File: src/pfdd_pkg.sv
// Package: types, constants and width helpers of the PCM frame decoder and downmixer.
package pfdd_pkg;

  localparam int DATA_W        = 8;
  localparam int SAMPLE_W      = 16;
  localparam int INDEX_W       = 16;
  localparam int MAX_FRAMES_W  = 17;
  localparam int CHAN_CODE_W   = 4;
  localparam int WIDTH_CODE_W  = 2;
  localparam int CFG_INDEX_W   = 2;
  localparam int CFG_DATA_W    = 17;
  localparam int DIV_STEP_BITS = 4;

  localparam int DEF_MAX_CHANNELS = 8;
  localparam int DEF_FRAME_LIMIT  = 65536;
  localparam int DEF_QUEUE_DEPTH  = 2;

  // Sample width codes; the unused code decodes as 8-bit unsigned.
  localparam logic [WIDTH_CODE_W-1:0] WIDTH_U8 = 2'd0;
  localparam logic [WIDTH_CODE_W-1:0] WIDTH_16 = 2'd1;
  localparam logic [WIDTH_CODE_W-1:0] WIDTH_24 = 2'd2;

  typedef enum logic [CFG_INDEX_W-1:0] {
    REG_SAMPLE_WIDTH  = 2'd0,
    REG_CHANNEL_COUNT = 2'd1,
    REG_MAX_FRAMES    = 2'd2
  } reg_index_t;

  typedef struct packed {
    logic [WIDTH_CODE_W-1:0] sample_width_code;
    logic [CHAN_CODE_W-1:0]  chans_per_frame;
    logic [MAX_FRAMES_W-1:0] max_frame_count;
  } cfg_t;

  localparam cfg_t CFG_RESET = '{
    sample_width_code: WIDTH_16,
    chans_per_frame:   4'd1,
    max_frame_count:   17'd65536
  };

  typedef struct packed {
    logic [DATA_W-1:0] data_byte;
    logic              end_of_data;
  } in_item_t;

  typedef struct packed {
    logic signed [SAMPLE_W-1:0] mono_sample;
    logic [INDEX_W-1:0]         frame_index;
    logic                       final_frame;
  } out_item_t;

  typedef enum logic [1:0] {
    BK_IDLE,
    BK_DIVIDE,
    BK_WRITE
  } back_state_t;

  // Bits to index a channel position below n.
  function automatic int pos_width(input int n);
    return (n > 1) ? $clog2(n) : 1;
  endfunction

  // Bits to hold a channel count up to n.
  function automatic int cnt_width(input int n);
    return $clog2(n + 1);
  endfunction

  // Bits of a signed sum of up to n decoded samples.
  function automatic int sum_width(input int n);
    return SAMPLE_W + pos_width(n) + 1;
  endfunction

endpackage

File: src/pfdd_stream_if.sv
// Valid/ready stream interface with a typed payload.
interface pfdd_stream_if #(
  parameter type payload_t = logic [7:0]
);
  logic     valid;
  logic     ready;
  payload_t data;

  modport source (output valid, output data, input ready);
  modport sink   (input valid, input data, output ready);
endinterface

File: src/pfdd_front.sv
// Front end: byte assembly, sample decode, frame summing and frame counting.
module pfdd_front #(
  parameter int MAX_CHANNELS = pfdd_pkg::DEF_MAX_CHANNELS,
  parameter int FRAME_LIMIT  = pfdd_pkg::DEF_FRAME_LIMIT,
  localparam int CH_W  = pfdd_pkg::pos_width(MAX_CHANNELS),
  localparam int CNT_W = pfdd_pkg::cnt_width(MAX_CHANNELS),
  localparam int SUM_W = pfdd_pkg::sum_width(MAX_CHANNELS)
) (
  input  logic                          clk,
  input  logic                          rst_n,
  input  pfdd_pkg::cfg_t                cfg,
  input  logic                          cfg_clear,
  input  logic                          in_valid,
  output logic                          in_ready,
  input  pfdd_pkg::in_item_t            in_item,
  input  logic                          q_full,
  output logic                          push,
  output logic signed [SUM_W-1:0]       push_sum,
  output logic [CNT_W-1:0]              push_chans,
  output logic [pfdd_pkg::INDEX_W-1:0]  push_index,
  output logic                          push_final
);
  import pfdd_pkg::*;

  localparam logic [MAX_FRAMES_W-1:0] LIMIT_CAP =
    (FRAME_LIMIT > 131071) ? {MAX_FRAMES_W{1'b1}} : MAX_FRAMES_W'(FRAME_LIMIT);

  logic [1:0]              byte_pos_r, byte_pos_nxt;
  logic [CH_W-1:0]         ch_pos_r, ch_pos_nxt;
  logic signed [SUM_W-1:0] sum_r, sum_nxt;
  logic [MAX_FRAMES_W-1:0] frames_r, frames_nxt;
  logic [DATA_W-1:0]       prev_r;

  logic [CNT_W-1:0]        chans;
  logic [MAX_FRAMES_W-1:0] limit;
  logic [MAX_FRAMES_W-1:0] frames_inc;
  logic signed [SAMPLE_W-1:0] sample;
  logic signed [SUM_W-1:0] sum_add;
  logic                    last_byte;
  logic                    last_chan;
  logic                    frame_done;
  logic                    emit;
  logic                    accept;

  // Clamp the channel count to 1..MAX_CHANNELS.
  always_comb begin
    if (cfg.chans_per_frame == '0) begin
      chans = CNT_W'(1);
    end else if (5'(cfg.chans_per_frame) > 5'(MAX_CHANNELS)) begin
      chans = CNT_W'(MAX_CHANNELS);
    end else begin
      chans = CNT_W'(cfg.chans_per_frame);
    end
  end

  assign limit = (cfg.max_frame_count > LIMIT_CAP) ? LIMIT_CAP : cfg.max_frame_count;

  always_comb begin
    case (cfg.sample_width_code)
      WIDTH_16: last_byte = (byte_pos_r == 2'd1);
      WIDTH_24: last_byte = (byte_pos_r == 2'd2);
      default:  last_byte = 1'b1;
    endcase
  end

  // 16-bit takes the two bytes as is; 24-bit keeps its upper two bytes.
  always_comb begin
    if (cfg.sample_width_code inside {WIDTH_16, WIDTH_24}) begin
      sample = {in_item.data_byte, prev_r};
    end else begin
      sample = {~in_item.data_byte[DATA_W-1], in_item.data_byte[DATA_W-2:0], 8'h00};
    end
  end

  assign sum_add    = sum_r + SUM_W'(sample);
  assign last_chan  = (CNT_W'(ch_pos_r) == CNT_W'(chans - 1'b1));
  assign frame_done = last_byte && last_chan;
  assign emit       = (frames_r < limit);
  assign frames_inc = frames_r + 1'b1;

  assign in_ready = !q_full;
  assign accept   = in_valid && in_ready;

  assign push       = accept && frame_done && emit;
  assign push_sum   = sum_add;
  assign push_chans = chans;
  assign push_index = frames_r[INDEX_W-1:0];
  assign push_final = in_item.end_of_data || (frames_inc == limit);

  always_comb begin
    byte_pos_nxt = byte_pos_r;
    ch_pos_nxt   = ch_pos_r;
    sum_nxt      = sum_r;
    frames_nxt   = frames_r;
    if (cfg_clear) begin
      byte_pos_nxt = '0;
      ch_pos_nxt   = '0;
      sum_nxt      = '0;
    end else if (accept) begin
      if (in_item.end_of_data) begin
        byte_pos_nxt = '0;
        ch_pos_nxt   = '0;
        sum_nxt      = '0;
        frames_nxt   = '0;
      end else if (!last_byte) begin
        byte_pos_nxt = byte_pos_r + 1'b1;
      end else if (frame_done) begin
        byte_pos_nxt = '0;
        ch_pos_nxt   = '0;
        sum_nxt      = '0;
        frames_nxt   = emit ? frames_inc : frames_r;
      end else begin
        byte_pos_nxt = '0;
        ch_pos_nxt   = ch_pos_r + 1'b1;
        sum_nxt      = sum_add;
      end
    end
  end

  always_ff @(posedge clk) begin
    if (!rst_n) begin
      byte_pos_r <= '0;
      ch_pos_r   <= '0;
      sum_r      <= '0;
      frames_r   <= '0;
    end else begin
      byte_pos_r <= byte_pos_nxt;
      ch_pos_r   <= ch_pos_nxt;
      sum_r      <= sum_nxt;
      frames_r   <= frames_nxt;
    end
  end

  // Keep the latest non-final byte of a sample.
  always_ff @(posedge clk) begin
    if (accept && !last_byte) begin
      prev_r <= in_item.data_byte;
    end
  end

endmodule

File: src/pfdd_queue.sv
// Small register queue between the front end and the divider.
module pfdd_queue #(
  parameter int WIDTH = 8,
  parameter int DEPTH = pfdd_pkg::DEF_QUEUE_DEPTH,
  localparam int PTR_W = (DEPTH > 1) ? $clog2(DEPTH) : 1,
  localparam int CNT_W = $clog2(DEPTH + 1)
) (
  input  logic             clk,
  input  logic             rst_n,
  input  logic             push,
  input  logic [WIDTH-1:0] din,
  output logic             full,
  input  logic             pop,
  output logic [WIDTH-1:0] dout,
  output logic             empty
);
  logic [WIDTH-1:0] mem_r [DEPTH];
  logic [PTR_W-1:0] wr_ptr_r, wr_ptr_nxt;
  logic [PTR_W-1:0] rd_ptr_r, rd_ptr_nxt;
  logic [CNT_W-1:0] count_r, count_nxt;
  logic             do_push;
  logic             do_pop;

  assign full    = (count_r == CNT_W'(DEPTH));
  assign empty   = (count_r == '0);
  assign do_push = push && !full;
  assign do_pop  = pop && !empty;
  assign dout    = mem_r[rd_ptr_r];

  always_comb begin
    wr_ptr_nxt = wr_ptr_r;
    rd_ptr_nxt = rd_ptr_r;
    count_nxt  = count_r;
    if (do_push) begin
      wr_ptr_nxt = (wr_ptr_r == PTR_W'(DEPTH - 1)) ? '0 : wr_ptr_r + 1'b1;
    end
    if (do_pop) begin
      rd_ptr_nxt = (rd_ptr_r == PTR_W'(DEPTH - 1)) ? '0 : rd_ptr_r + 1'b1;
    end
    if (do_push && !do_pop) begin
      count_nxt = count_r + 1'b1;
    end else if (do_pop && !do_push) begin
      count_nxt = count_r - 1'b1;
    end
  end

  always_ff @(posedge clk) begin
    if (!rst_n) begin
      wr_ptr_r <= '0;
      rd_ptr_r <= '0;
      count_r  <= '0;
    end else begin
      wr_ptr_r <= wr_ptr_nxt;
      rd_ptr_r <= rd_ptr_nxt;
      count_r  <= count_nxt;
    end
  end

  always_ff @(posedge clk) begin
    if (do_push) begin
      mem_r[wr_ptr_r] <= din;
    end
  end

endmodule

File: src/pfdd_back.sv
// Back end: signed divide of the frame sum by the channel count, result register.
module pfdd_back #(
  parameter int MAX_CHANNELS = pfdd_pkg::DEF_MAX_CHANNELS,
  localparam int CNT_W  = pfdd_pkg::cnt_width(MAX_CHANNELS),
  localparam int SUM_W  = pfdd_pkg::sum_width(MAX_CHANNELS),
  localparam int ITERS  = (SUM_W + pfdd_pkg::DIV_STEP_BITS - 1) / pfdd_pkg::DIV_STEP_BITS,
  localparam int DIV_W  = ITERS * pfdd_pkg::DIV_STEP_BITS,
  localparam int ITER_W = (ITERS > 1) ? $clog2(ITERS) : 1
) (
  input  logic                         clk,
  input  logic                         rst_n,
  input  logic                         q_empty,
  output logic                         q_pop,
  input  logic signed [SUM_W-1:0]      q_sum,
  input  logic [CNT_W-1:0]             q_chans,
  input  logic [pfdd_pkg::INDEX_W-1:0] q_index,
  input  logic                         q_final,
  output logic                         out_valid,
  input  logic                         out_ready,
  output pfdd_pkg::out_item_t          out_item
);
  import pfdd_pkg::*;

  back_state_t         state_r, state_nxt;
  logic [ITER_W-1:0]   iter_r;
  logic                neg_r;
  logic [CNT_W-1:0]    divisor_r;
  logic [CNT_W-1:0]    rem_r, rem_step;
  logic [DIV_W-1:0]    quo_r, quo_step;
  logic [INDEX_W-1:0]  index_r;
  logic                final_r;
  logic                out_valid_r;
  out_item_t           out_item_r;

  logic                load;
  logic                div_step;
  logic                out_load;
  logic [SUM_W-1:0]    mag;
  logic [SAMPLE_W-1:0] quo_lo;

  assign mag    = q_sum[SUM_W-1] ? (~q_sum + 1'b1) : q_sum;
  assign quo_lo = quo_r[SAMPLE_W-1:0];

  // Next state.
  always_comb begin
    state_nxt = state_r;
    case (state_r)
      BK_IDLE: begin
        if (!q_empty) begin
          state_nxt = BK_DIVIDE;
        end
      end
      BK_DIVIDE: begin
        if (iter_r == ITER_W'(ITERS - 1)) begin
          state_nxt = BK_WRITE;
        end
      end
      BK_WRITE: begin
        if (!out_valid_r || out_ready) begin
          state_nxt = BK_IDLE;
        end
      end
      default: state_nxt = BK_IDLE;
    endcase
  end

  // State outputs.
  always_comb begin
    load     = 1'b0;
    div_step = 1'b0;
    out_load = 1'b0;
    case (state_r)
      BK_IDLE:   load     = !q_empty;
      BK_DIVIDE: div_step = 1'b1;
      BK_WRITE:  out_load = !out_valid_r || out_ready;
      default:   load     = 1'b0;
    endcase
  end

  assign q_pop = load;

  // Restoring division, DIV_STEP_BITS quotient bits per cycle.
  always_comb begin
    logic [CNT_W:0] r_ext;
    logic [CNT_W-1:0] r;
    logic [DIV_W-1:0] q;
    r = rem_r;
    q = quo_r;
    for (int k = 0; k < DIV_STEP_BITS; k++) begin
      r_ext = {r, q[DIV_W-1]};
      q     = {q[DIV_W-2:0], 1'b0};
      if (r_ext >= {1'b0, divisor_r}) begin
        r_ext = r_ext - {1'b0, divisor_r};
        q[0]  = 1'b1;
      end
      r = r_ext[CNT_W-1:0];
    end
    rem_step = r;
    quo_step = q;
  end

  always_ff @(posedge clk) begin
    if (!rst_n) begin
      state_r     <= BK_IDLE;
      out_valid_r <= 1'b0;
    end else begin
      state_r <= state_nxt;
      if (out_load) begin
        out_valid_r <= 1'b1;
      end else if (out_ready) begin
        out_valid_r <= 1'b0;
      end
    end
  end

  always_ff @(posedge clk) begin
    if (load) begin
      iter_r    <= '0;
      neg_r     <= q_sum[SUM_W-1];
      divisor_r <= q_chans;
      rem_r     <= '0;
      quo_r     <= DIV_W'(mag);
      index_r   <= q_index;
      final_r   <= q_final;
    end else if (div_step) begin
      iter_r <= iter_r + 1'b1;
      rem_r  <= rem_step;
      quo_r  <= quo_step;
    end
  end

  always_ff @(posedge clk) begin
    if (out_load) begin
      out_item_r.mono_sample <= neg_r ? (~quo_lo + 1'b1) : quo_lo;
      out_item_r.frame_index <= index_r;
      out_item_r.final_frame <= final_r;
    end
  end

  assign out_valid = out_valid_r;
  assign out_item  = out_item_r;

endmodule

File: src/pcm_frame_decode_downmix_core.sv
// Top level of the PCM frame decoder and mono downmixer.
//
// Takes the bytes of a PCM data chunk, one item per byte, and gives one
// 16-bit mono sample per complete frame with its frame index. Each channel
// sample is assembled little-endian: 8-bit unsigned becomes (b-128)<<8,
// 16-bit is taken as signed, 24-bit keeps its upper two bytes. The channel
// samples of a frame are summed and the sum is divided by the channel count,
// rounding toward zero. Frames past min(max_frame_count, FRAME_LIMIT) are
// parsed but give no result; a byte with end_of_data set is processed, then
// the partial frame and the frame counter are cleared. A configuration write
// to a listed register drops the frame in progress; write only while idle.
// Rate: the front end takes one byte per cycle while the frame queue has
// room. The back end takes one frame at a time through a load state, a
// divide state in which the divider retires four quotient bits per cycle,
// and a write state that waits while an earlier result is still not taken.
// The queue gives QUEUE_DEPTH frames of slack between the two halves.
module pcm_frame_decode_downmix_core #(
  parameter int MAX_CHANNELS = pfdd_pkg::DEF_MAX_CHANNELS,
  parameter int FRAME_LIMIT  = pfdd_pkg::DEF_FRAME_LIMIT,
  parameter int QUEUE_DEPTH  = pfdd_pkg::DEF_QUEUE_DEPTH
) (
  input  logic                             clk,
  input  logic                             rst_n,
  input  logic                             cfg_we,
  input  logic [pfdd_pkg::CFG_INDEX_W-1:0] cfg_index,
  input  logic [pfdd_pkg::CFG_DATA_W-1:0]  cfg_wdata,
  pfdd_stream_if.sink                      in_chan,
  pfdd_stream_if.source                    out_chan
);
  import pfdd_pkg::*;

  localparam int CNT_W   = cnt_width(MAX_CHANNELS);
  localparam int SUM_W   = sum_width(MAX_CHANNELS);
  localparam int ENTRY_W = SUM_W + CNT_W + INDEX_W + 1;

  // Configuration registers.
  cfg_t cfg_r, cfg_nxt;
  logic cfg_clear;

  // Front to queue.
  logic                    push;
  logic signed [SUM_W-1:0] push_sum;
  logic [CNT_W-1:0]        push_chans;
  logic [INDEX_W-1:0]      push_index;
  logic                    push_final;
  logic [ENTRY_W-1:0]      q_din;

  // Queue to back.
  logic                    q_full;
  logic                    q_empty;
  logic                    q_pop;
  logic [ENTRY_W-1:0]      q_dout;
  logic signed [SUM_W-1:0] q_sum;
  logic [CNT_W-1:0]        q_chans;
  logic [INDEX_W-1:0]      q_index;
  logic                    q_final;

  // Decode the write; an index past the list changes nothing.
  always_comb begin
    cfg_nxt   = cfg_r;
    cfg_clear = 1'b0;
    if (cfg_we) begin
      case (cfg_index)
        REG_SAMPLE_WIDTH: begin
          cfg_nxt.sample_width_code = cfg_wdata[WIDTH_CODE_W-1:0];
          cfg_clear                 = 1'b1;
        end
        REG_CHANNEL_COUNT: begin
          cfg_nxt.chans_per_frame = cfg_wdata[CHAN_CODE_W-1:0];
          cfg_clear               = 1'b1;
        end
        REG_MAX_FRAMES: begin
          cfg_nxt.max_frame_count = cfg_wdata[MAX_FRAMES_W-1:0];
          cfg_clear               = 1'b1;
        end
        default: cfg_clear = 1'b0;
      endcase
    end
  end

  always_ff @(posedge clk) begin
    if (!rst_n) begin
      cfg_r <= CFG_RESET;
    end else begin
      cfg_r <= cfg_nxt;
    end
  end

  pfdd_front #(
    .MAX_CHANNELS (MAX_CHANNELS),
    .FRAME_LIMIT  (FRAME_LIMIT)
  ) u_front (
    .clk        (clk),
    .rst_n      (rst_n),
    .cfg        (cfg_r),
    .cfg_clear  (cfg_clear),
    .in_valid   (in_chan.valid),
    .in_ready   (in_chan.ready),
    .in_item    (in_chan.data),
    .q_full     (q_full),
    .push       (push),
    .push_sum   (push_sum),
    .push_chans (push_chans),
    .push_index (push_index),
    .push_final (push_final)
  );

  // Pack one finished frame sum for the divider.
  assign q_din = {push_sum, push_chans, push_index, push_final};

  pfdd_queue #(
    .WIDTH (ENTRY_W),
    .DEPTH (QUEUE_DEPTH)
  ) u_queue (
    .clk   (clk),
    .rst_n (rst_n),
    .push  (push),
    .din   (q_din),
    .full  (q_full),
    .pop   (q_pop),
    .dout  (q_dout),
    .empty (q_empty)
  );

  assign {q_sum, q_chans, q_index, q_final} = q_dout;

  pfdd_back #(
    .MAX_CHANNELS (MAX_CHANNELS)
  ) u_back (
    .clk       (clk),
    .rst_n     (rst_n),
    .q_empty   (q_empty),
    .q_pop     (q_pop),
    .q_sum     (q_sum),
    .q_chans   (q_chans),
    .q_index   (q_index),
    .q_final   (q_final),
    .out_valid (out_chan.valid),
    .out_ready (out_chan.ready),
    .out_item  (out_chan.data)
  );

endmodule

File: src/flat_wrapper.sv
// flat-port wrapper written by rule: the top's interface ports become plain ports
module pcm_frame_decode_downmix_core_flat import pfdd_pkg::*;
#(
  parameter int MAX_CHANNELS = pfdd_pkg::DEF_MAX_CHANNELS,
  parameter int FRAME_LIMIT  = pfdd_pkg::DEF_FRAME_LIMIT,
  parameter int QUEUE_DEPTH  = pfdd_pkg::DEF_QUEUE_DEPTH
)
  (clk, rst_n, cfg_we, cfg_index, cfg_wdata, in_chan_valid, in_chan_data, in_chan_ready, out_chan_valid, out_chan_data, out_chan_ready);
  pfdd_stream_if #(.payload_t(in_item_t)) in_chan_i ();
  pfdd_stream_if #(.payload_t(out_item_t)) out_chan_i ();
  input  logic clk;
  input  logic rst_n;
  input  logic cfg_we;
  input  logic [pfdd_pkg::CFG_INDEX_W-1:0] cfg_index;
  input  logic [pfdd_pkg::CFG_DATA_W-1:0] cfg_wdata;
  input wire logic [$bits(in_chan_i.valid)-1:0] in_chan_valid;
  input wire logic [$bits(in_chan_i.data)-1:0] in_chan_data;
  output wire logic [$bits(in_chan_i.ready)-1:0] in_chan_ready;
  output wire logic [$bits(out_chan_i.valid)-1:0] out_chan_valid;
  output wire logic [$bits(out_chan_i.data)-1:0] out_chan_data;
  input wire logic [$bits(out_chan_i.ready)-1:0] out_chan_ready;
  assign in_chan_i.valid = in_chan_valid;
  assign in_chan_i.data = in_chan_data;
  assign in_chan_ready = in_chan_i.ready;
  assign out_chan_valid = out_chan_i.valid;
  assign out_chan_data = out_chan_i.data;
  assign out_chan_i.ready = out_chan_ready;
  pcm_frame_decode_downmix_core #(.MAX_CHANNELS(MAX_CHANNELS), .FRAME_LIMIT(FRAME_LIMIT), .QUEUE_DEPTH(QUEUE_DEPTH)) u_core (.clk(clk), .rst_n(rst_n), .cfg_we(cfg_we), .cfg_index(cfg_index), .cfg_wdata(cfg_wdata), .in_chan(in_chan_i), .out_chan(out_chan_i));
endmodule
File: config.mk
export PLATFORM = sky130hd
export DESIGN_NAME = pcm_frame_decode_downmix_core_flat
export DESIGN_NICKNAME = d
export VERILOG_FILES = /design/src/pfdd_pkg.sv /design/src/pfdd_stream_if.sv /design/src/pfdd_front.sv /design/src/pfdd_queue.sv /design/src/pfdd_back.sv /design/src/pcm_frame_decode_downmix_core.sv /design/src/flat_wrapper.sv
export SDC_FILE = /design/constraint.sdc
export NUM_CORES = 1
export LEC_CHECK = 0
export BUFFER_PORTS_ARGS = -buffer_cell sky130_fd_sc_hd__buf_4
export CAP_MARGIN = 20
export CORE_MARGIN = 4
export CORE_UTILIZATION = 52
export DETAILED_ROUTE_END_ITERATION = 10
export PLACE_DENSITY = 0.74
export REMOVE_ABC_BUFFERS = 1
export SLEW_MARGIN = 40
export SYNTH_ARGS = -nofsm -noshare
export SYNTH_HDL_FRONTEND = slang
export SYNTH_HIERARCHICAL = 1
export SYNTH_SLANG_ARGS = --single-unit
File: constraint.sdc
create_clock -name clk -period 8.7 [get_ports clk]
set_input_delay 1.305 -clock clk [delete_from_list [all_inputs] [get_ports clk]]
set_output_delay 1.305 -clock clk [all_outputs]
set_load 0.01 [all_outputs]
; ---- Word level (Yosys, flattened, before mapping)
; Memory sizes are Yosys's and may differ from the RTL's. A register that Yosys moved wholly into a read port is not among the register bits.
; Cells that the tools add are included.
[word_totals]
wordCells = 151
out_inout_bits = 35
ram_bits = 82
latch_bits = 0
mem_count = 1
ff_bits = 162
mem_bits_ro = 0
[op_classes]
shift = 0
n_eq_ne = 15
n_reduce_logical = 36
muxes = 48
bitwise = 5
div = 0
addsub = 16
magnitude_cmp = 7
mul = 0
[mem_list]
columns = name, depth, width, read_ports, rd_clocked_by_memory_dff, wr, line_no
row1 = u_core.u_queue.mem_r, 2, 41, 1, 1, 1, pfdd_queue.sv:17  ; logic [WIDTH-1:0] mem_r [DEPTH];
[ops]
columns = op, count
row1 = 20-bit 2-to-1 mux, 6
row2 = 17-bit 2-to-1 mux, 5
row3 = 16-bit 2-to-1 mux, 2
row4 = 4-bit 2-to-1 mux, 6
row5 = 20-bit by 1-bit adder with 20-bit output (second input constant), 1
row6 = 20-bit by 16-bit adder with 20-bit output, 1
row7 = 5-bit by 4-bit >= comparator with 1-bit output, 4
row8 = 20-bit NOT, 1
row9 = 17-bit by 1-bit adder with 17-bit output (second input constant), 1
row10 = 17-bit == test, 1
row11 = 17-bit > comparator (second input constant), 1
row12 = 17-bit less-than comparator, 1
row13 = 1-bit 2-to-1 mux, 17
row14 = 16-bit by 1-bit adder with 16-bit output (second input constant), 1
row15 = 16-bit NOT, 1
row16 = 4-bit subtractor, 4
row17 = 2-bit 2-to-1 mux, 7
row18 = 2-bit nonzero test, 7
row19 = 2-bit == test (second input constant), 5
row20 = 1-bit logical AND, 9
row21 = 3-bit 2-to-1 mux, 3
row22 = 2-bit by 1-bit == test with 1-bit output (second input constant), 4
row23 = 2-bit AND reduction, 4
row24 = 3-bit by 1-bit adder with 3-bit output (second input constant), 2
row25 = other kinds (19), 33

; ---- Depth between registers and ports, before layout
; Gate-level depths: netlist of run 1.
[logic_depth]
word_depth = 13
ltp_mapped = 27
ltp_nobuf = 27

; ---- Modules after synthesis
; The synthesis of run 1 kept the hierarchy.
[modules_own_cells]
columns = mod, seq_area_each_um2, instances, cells_per_inst, area_per_inst_um2
row1 = pfdd_front, 1081.0, 1, 550, 4583.1
row2 = pfdd_back, 2452.4, 1, 359, 4380.5
row3 = pfdd_queue, 2562.5, 1, 153, 3183.1
row4 = pcm_frame_decode_downmix_core, 460.4, 1, 97, 923.4

; ---- Worst setup path before layout of run 1
; Ideal clock, no wire load.
[synth_path]
path_kind = flip-flop to flip-flop
start = reg u_core.u_back.divisor_r[1]
end = reg u_core.u_back.rem_r[0]
arrival_time_ps = 6080
stages_incl_launch_ff = 27
path_buffers = 0
path_slack_ps = 2551
synth_period_minus_slack_ps = 6149
cell_sequence = edfxtp_1 -> inv_1 -> ha_1 -> a2111oi_2 -> nor2_1 -> mux2_2 -> inv_1 -> ha_1 -> a211oi_1 -> o21bai_1 -> a31oi_4 -> mux2_2 -> inv_1 -> ha_1 -> a211o_1 -> a21oi_1 -> a21bo_2 -> mux2i_4 -> mux2i_1 -> ha_1 -> a21o_1 -> a21o_1 -> a21o_1 -> a211oi_2 -> mux2i_4 -> mux2_1 -> o21ai_1
[synth_via]
elab_chain_cells = 8
elab_cells_between_ends = 11
classes_between = add/sub (3) / order compare (4) / mux (4)
[synth_lines]
columns = element, line_no
row1 = "start, declared", pfdd_back.sv:27  ; logic [CNT_W-1:0] divisor_r;
row2 = "start signal, assigned", pfdd_back.sv:120  ; divisor_r <= q_chans;
row3 = 4-bit subtractor / 5-bit by 4-bit >= comparator with 1-bit output (equally long branches), "pfdd_back.sv:93, pfdd_back.sv:92"
row4 = 4-bit 2-to-1 mux, pfdd_back.sv:92  ; if (r_ext >= {1'b0, divisor_r}) begin
row5 = 4-bit subtractor / 5-bit by 4-bit >= comparator with 1-bit output (equally long branches), "pfdd_back.sv:93, pfdd_back.sv:92"
row6 = 4-bit 2-to-1 mux, pfdd_back.sv:92
row7 = 4-bit subtractor / 5-bit by 4-bit >= comparator with 1-bit output (equally long branches), "pfdd_back.sv:93, pfdd_back.sv:92"
row8 = 4-bit 2-to-1 mux, pfdd_back.sv:92
row9 = 5-bit by 4-bit >= comparator with 1-bit output *, pfdd_back.sv:92
row10 = 4-bit 2-to-1 mux *, pfdd_back.sv:92
row11 = "end signal, assigned", pfdd_back.sv:127  ; rem_r <= rem_step;
row12 = "end, declared", pfdd_back.sv:28  ; logic [CNT_W-1:0] rem_r, rem_step;
; Mark *: on every way between the ends. The rest lies on a longest branch, timed or not.
; A chain may end at the register's enable or synchronous reset.

; ---- Worst setup path after layout of run 1
; Ends and elaborated chain as after synthesis.

==> results of run 1 <==
==> kinds of logic after synthesis <==
kind of cell,after synthesis,synth area share [%]
AO/OA/AOI/OAI,239,12.90
multiplexers,80,6.787
AND/OR/NAND/NOR,338,13.85
XOR/XNOR,88,5.897
buffers and inverters,103,3.801
flip-flops,245,50.16
adder cells (fa/ha/maj),66,6.605
==> state kept, by name, indices dropped and copies added, names as in the netlist, 2 cells and up, named ones only <==
| register | cells |
|---|---|
| u_core/u_back/divisor_r | 4 |
| u_core/cfg_r | 23 |
| u_core/u_front/sum_r | 20 |
| u_core/u_back/index_r | 16 |
| u_core/u_front/prev_r | 8 |
| u_core/u_queue/count_r | 2 |
| u_core/u_front/frames_r | 17 |
| u_core/u_back/state_r | 2 |
| u_core/u_queue/mem_r | 82 |
| u_core/u_back/quo_r | 20 |
| u_core/u_front/ch_pos_r | 3 |
| u_core/u_back/out_item | 33 |
| u_core/u_front/byte_pos_r | 2 |
| u_core/u_back/iter_r | 3 |
| u_core/u_back/rem_r | 4 |
==> cells in the final DEF (no fill, tap or decap), types with 37 or more instances in the layout <==
master    instances
edfxtp_1        165
nand2_1         103
dfxtp_1          80
buf_4            72
ha_1             61
o21ai_0          59
xnor2_1          51
mux2_2           45
inv_1            41
nor2_1           41
xor2_1           37
==> cell type report <==
class	count	area, sq um
Clock buffer	39	792.0
Clock inverter	9	151.4
Fill cell	2011	9834
Inverter	43	161.4
Multi-Input combinational cell	811	6042
Sequential cell	245	6556
Tap cell	324	405.4
Timing Repair Buffer	75	590.6
==> worst max-delay path, delay by kind of cell, from the launching register on <==
family	cells	cell delay, ns
flops	1	0.46
simple gates	1	0.15
buf+inv	3	0.43
compound gates	12	2.78
fa+ha+maj	4	1.10
mux	6	1.91
==> per-layer routing <==
layer	GRT usage, %	share of wire (%)	vias to the layer above
li1	-	-	4405
met1	25.99	48	4200
met2	29.57	46	210
met3	2.821	5.0	33
met4	3.700	1.2	0
met5	0	0	-
==> through the flow <==
stage | instance area, sq um | cells
global placement | 13700 | 1496
floorplan | 12730 | 1099
CTS | 14690 | 1546
finish | 14700 | 1546
global route | 14700 | 1546
detailed placement | 13750 | 1498
==> worst min path at each step <==
stage | start | end
2_1_floorplan | u_core/u_back/final_r | u_core/u_back/out_item[0]
4_1_cts | u_core/u_back/index_r[6] | u_core/u_back/out_item[7]
6_report | u_core/u_back/index_r[6] | u_core/u_back/out_item[7]
5_1_grt | u_core/u_back/index_r[6] | u_core/u_back/out_item[7]
3_5_place_dp | u_core/u_back/index_r[6] | u_core/u_back/out_item[7]
3_3_place_gp | u_core/u_back/index_r[15] | u_core/u_back/out_item[16]
==> power by group <==
| group | internal, W | total (W) | switching [W] | leakage, nW |
|---|---|---|---|---|
| Clock | 0.000747 | 0.00118 | 0.000437 | 0.463 |
| Combinational | 0.000724 | 0.00157 | 0.000843 | 2.93 |
| Sequential | 0.00143 | 0.00152 | 0.0000891 | 2.16 |
==> results.py, run 1 <==
metrics = {
    "setup_path": {
        "critical_path_arrival_ns": 7.35,
        "timing.rr.end": "u_core/u_back/rem_r[0]",
        "setup.worst_path.class": "flop to flop",
        "critPathMaxStageDelay_ns": 0.46,
        "critPathSlowestCell": "edfxtp_1",
        "worst_path_most_repeated_cell": "ha_1",
        "crit_end": "u_core/u_back/rem_r[0]",
        "worst_ep_required_time_ns": 9.16,
        "r2r_slack_ns": 1.81,
        "crit_start": "u_core/u_back/divisor_r[1]",
        "worstSetupEndpointType": "flop",
        "worst_setup_path_start_kind": "flop",
        "timing.rr.start": "u_core/u_back/divisor_r[1]",
        "critPathMaxFanout": 6,
        "reg2reg_depth": 26,
    },
    "logic_synthesis": {
        "synth_commonest_cells": "165 x edfxtp_1, 103 x nand2_1, 80 x dfxtp_1",
        "ys_ff_latch": 245,
        "synth.distinct_cells": 84,
        "synth_area_leaders": "edfxtp_1 38%, dfxtp_1 12%, ha_1 5.8%",
        "ys_warn_count": 6,
        "synth_top_area_share_pct": 37.91,
        "ys_seq_area_share_pct": 50.16,
        "async_flop_share_pct": 0,
        "syn-cell-area_sq_mm": 0.01307,
        "synth.largest_area_cell": "edfxtp_1",
        "syn_avg_cell_area_sq_um": 11.28,
        "syn-instance-count": 1159,
        "synth.most_common_cell": "edfxtp_1",
        "synth-main-ff-cell": "edfxtp_1",
        "synth-edff-count": 165,
    },
    "final_layout": {
        "fin_nets": 1301,
        "antenna_cells": 0,
        "final_core_util_pct": 59.91,
        "area_growth_pct": 12.46,
        "drive_above_1_share_pct": 15.47,
    },
    "clocking": {
        "htreeDepth": 1,
        "cts_root_buf": "clkbuf_16",
        "hold_buffers": 0,
        "cts_num_sinks": 245,
        "clock_latency_ns": 0.52,
        "post_cts_buffers": 0,
        "cts_tree": "yes",
        "cts_made_buffers": 26,
        "clk_path_buf_depth": 3,
        "cts_resized": 0,
        "clkSlewWorstSetupHoldPaths_ns": 0.06,
    },
    "power": {
        "ir_drop_mv": 0.2543,
        "leakage_nw": 5.555,
        "powerDensity_mw_per_mm2": 290.5,
        "p_total_w": 0.004270,
    },
    "placed_design": {
        "dp_slack_ns": 1.805,
        "routabilityCongestion": 0.8644,
        "dp_hpwl_microns": 18380,
        "io_buffers": 67,
    },
    "timing": {
        "drv_slew": 0,
        "worst_slack_ns": 1.809,
        "finalHoldViolations": 0,
        "fin_skew_ns": 0.01104,
        "final.setup.tns_ns": 0,
        "fin_crit_sh_pct": 79.21,
        "worst_pin_slew_ns": 0.8135,
        "finalCriticalPeriod_ns": 6.891,
        "max_freq_mhz": 145.1,
        "setup_viol": 0,
        "slew_headroom_pct": 45.69,
        "hold_slack_ns": 0.4165,
        "rsz0062_at_grt": "no",
    },
    "routing": {
        "postRouteAntennaNets": 0,
        "drc": 0,
        "wl_per_cell_microns": 16.81,
        "routed_wl_microns": 25990,
        "vias": 8848,
        "avgViaCountPerCell": 5.723,
        "drtIter0Drc": 606,
        "drt_pass1_iterations": 5,
    },
    "floorplanning": {
        "die_area_sq_mm": 0.02774,
        "die_x_microns": 166.5,
        "die_y_microns": 166.5,
        "placementRows": 57,
        "start_util_pct": 53.27,
        "core_area_sq_mm": 0.02453,
        "ios": 68,
    },
    "global_route": {
        "overflow": 0,
        "track_usage_pct": 18.12,
        "grt_pass1_wl_microns": 42750,
        "antenna_found_initial": 0,
        "grt_pass1_vias": 8444,
        "grt_max_degree": 88,
    },
    "status": {
        "outcome": "completed",
    },
    "job": {
        "max_cap_viol_count": 0,
    },
    "worst_hold_path": {
        "min_path_type": "flop to flop",
        "whs_path_depth": 0,
    },
}
Note: power is estimated with default switching activity, not from simulation.
==> run 2: changes to the inputs <==
clock period = 7 ns   (was 8.7 ns; I/O delays follow)
==> run 2 against run 1 <==
Net effect: non-clock buffer count rose by 6; via count fell by 0.78%; clock power rose by 18%; register-to-register slack got worse by 1.3 ns; global-route usage fell by 0.28 points; first-iteration DRC count rose by 9.7%; critical path depth did not move; critical path type unchanged; die area did not move; highest routed layer unchanged; hold slack improved by 0.0032 ns.
==> results.py, run 2 (synthesis gave the netlist of run 1 again) <==
metrics = {
    "status": {
        "outcome": "completed",
    },
    "global_route": {
        "overflow": 0,
        "track_usage_pct": 17.84,
        "grt_pass1_vias": 8397,
        "grt_pass1_wl_microns": 42050,
        "grt_max_degree": 88,
        "antenna_found_initial": 0,
    },
    "timing": {
        "fin_crit_sh_pct": 93.39,
        "fin_skew_ns": 0.006613,
        "worst_pin_slew_ns": 0.8140,
        "max_freq_mhz": 153.0,
        "worst_slack_ns": 0.4630,
        "finalCriticalPeriod_ns": 6.537,
        "drv_slew": 0,
        "final.setup.tns_ns": 0,
        "setup_viol": 0,
        "slew_headroom_pct": 45.53,
        "rsz0062_at_grt": "no",
        "finalHoldViolations": 0,
    },
    "clocking": {
        "cts_num_sinks": 245,
        "cts_tree": "yes",
        "clkSlewWorstSetupHoldPaths_ns": 0.06,
        "clock_latency_ns": 0.51,
        "clk_path_buf_depth": 3,
        "htreeDepth": 1,
        "cts_made_buffers": 25,
        "cts_root_buf": "clkbuf_16",
    },
    "power": {
        "p_comb_share_pct": 38.0,
        "internal-power_w": 0.003583,
        "switching_share_pct": 32.12,
        "clock_power_share_pct": 26.2,
        "seqPwrFrac_pct": 35.8,
        "switching_power_w": 0.001696,
        "powerDensity_mw_per_mm2": 359.4,
        "leakage_nw": 5.547,
        "ir_drop_mv": 0.3893,
    },
    "floorplanning": {
        "die_y_microns": 166.5,
        "die_area_sq_mm": 0.02774,
        "placementRows": 57,
        "start_util_pct": 53.27,
        "ios": 68,
        "die_x_microns": 166.5,
        "core_area_sq_mm": 0.02453,
    },
    "setup_path": {
        "critPathMaxFanout": 5,
        "setup.worst_path.class": "flop to flop",
        "critical_path_arrival_ns": 6.98,
        "worst_path_most_repeated_cell": "ha_1",
        "worst_setup_path_start_kind": "flop",
        "worstSetupEndpointType": "flop",
        "worst_ep_required_time_ns": 7.44,
        "critPathSlowestCell": "edfxtp_1",
        "critPathMaxStageDelay_ns": 0.49,
    },
    "routing": {
        "drc": 0,
        "drt_pass1_iterations": 5,
        "drtIter0Drc": 665,
        "avgViaCountPerCell": 5.668,
        "vias": 8779,
        "wl_per_cell_microns": 16.50,
        "postRouteAntennaNets": 0,
        "routed_wl_microns": 25560,
    },
    "worst_hold_path": {
        "min_path_type": "flop to flop",
    },
    "final_layout": {
        "largest_reg_flops": 82,
        "area_growth_pct": 12.36,
        "antenna_cells": 0,
        "final_common_cell": "edfxtp_1",
        "drive_above_1_share_pct": 15.92,
        "final_core_util_pct": 59.86,
        "fin_nets": 1306,
        "layout_common_cells": "165 x edfxtp_1, 103 x nand2_1, 79 x dfxtp_1",
        "largest_register": "u_core/u_queue/mem_r",
    },
    "placed_design": {
        "routabilityCongestion": 0.8626,
        "io_buffers": 67,
        "dp_hpwl_microns": 18010,
        "dp_slack_ns": 0.4536,
    },
    "job": {
        "max_cap_viol_count": 0,
    },
}
-- run 2: cell types whose count changed in the layout (fill, tap and decap cells not counted), sizes merged --
cell / before / now
buf: 75 / 81
clkbuf: 39 / 36
clkinvlp: 0 / 1
inv: 44 / 43
-- run 2: routing by layer --
metal | track usage [%] | part of all wire [%] | vias up
met5 | 0 | 0 | -
met4 | 3.984 | 1.3 | 0
met3 | 2.536 | 5.2 | 29
met2 | 28.66 | 46 | 209
met1 | 25.97 | 48 | 4143
li1 | - | - | 4398
-- run 2: metrics by stage --
stage / power, W / cells / cell area, sq um / hold slack (ns)
finish: 0.005278 / 1549 / 14690 / 0.4197
CTS: 0.005305 / 1545 / 14630 / 0.4197
floorplan: 0.003453 / 1099 / 12730 / 0.4003
global placement: 0.003862 / 1498 / 13720 / 0.4015
detailed placement: 0.003902 / 1500 / 13760 / 0.4056
global route: 0.005623 / 1549 / 14690 / 0.4271
-- run 2: power by group through the flow --
stage	Sequential, W	Clock [W]	Combinational [W]
finish	0.00189	0.00139	0.00201
global route	0.00190	0.00149	0.00223
CTS	0.00189	0.00142	0.00200
detailed placement	0.00192	0	0.00199
global placement	0.00191	0	0.00195
floorplan	0.00188	0	0.00157
-- run 2: critical path: cells and delay by family, from the launching register on --
kind            cells  cell delay, ns
simple gates        2            0.34
mux                 6            1.57
buf+inv             2            0.26
compound gates     12            2.62
fa+ha+maj           4            1.18
flops               1            0.49
-- run 2: what timing repair did --
| item | 4_1_cts | 5_1_grt |
|---|---|---|
| hold endpoints to repair | 0 | 0 |
| gates resized for setup | 0 | 2 |
| hold buffers | 0 | 0 |
| buffers inserted | 0 | 3 |
| endpoints found under the setup margin | 0 | 1 |
-- run 2: final timing paths --
kind | startpoint | end | slack (ns) | cells past startpoint
setup / recovery | u_core/u_back/divisor_r[0] | u_core/u_back/rem_r[0] | 0.46 | 26
hold / removal | u_core/u_back/index_r[6] | u_core/u_back/out_item[7] | 0.42 | 0
setup reg to reg | u_core/u_back/divisor_r[0] | u_core/u_back/rem_r[0] | 0.46 | 26
hold reg to reg | u_core/u_back/index_r[6] | u_core/u_back/out_item[7] | 0.42 | 0
-- run 2: final cells by class --
type / instances / area, sq um
clock buffers: 36 / 716.9
clock inverters: 9 / 152.6
inverters: 43 / 165.2
multi-input cells: 811 / 6043
repair buffers: 81 / 644.4
fillers: 2006 / 9848
flip-flops and latches: 245 / 6558
well taps: 324 / 405.4
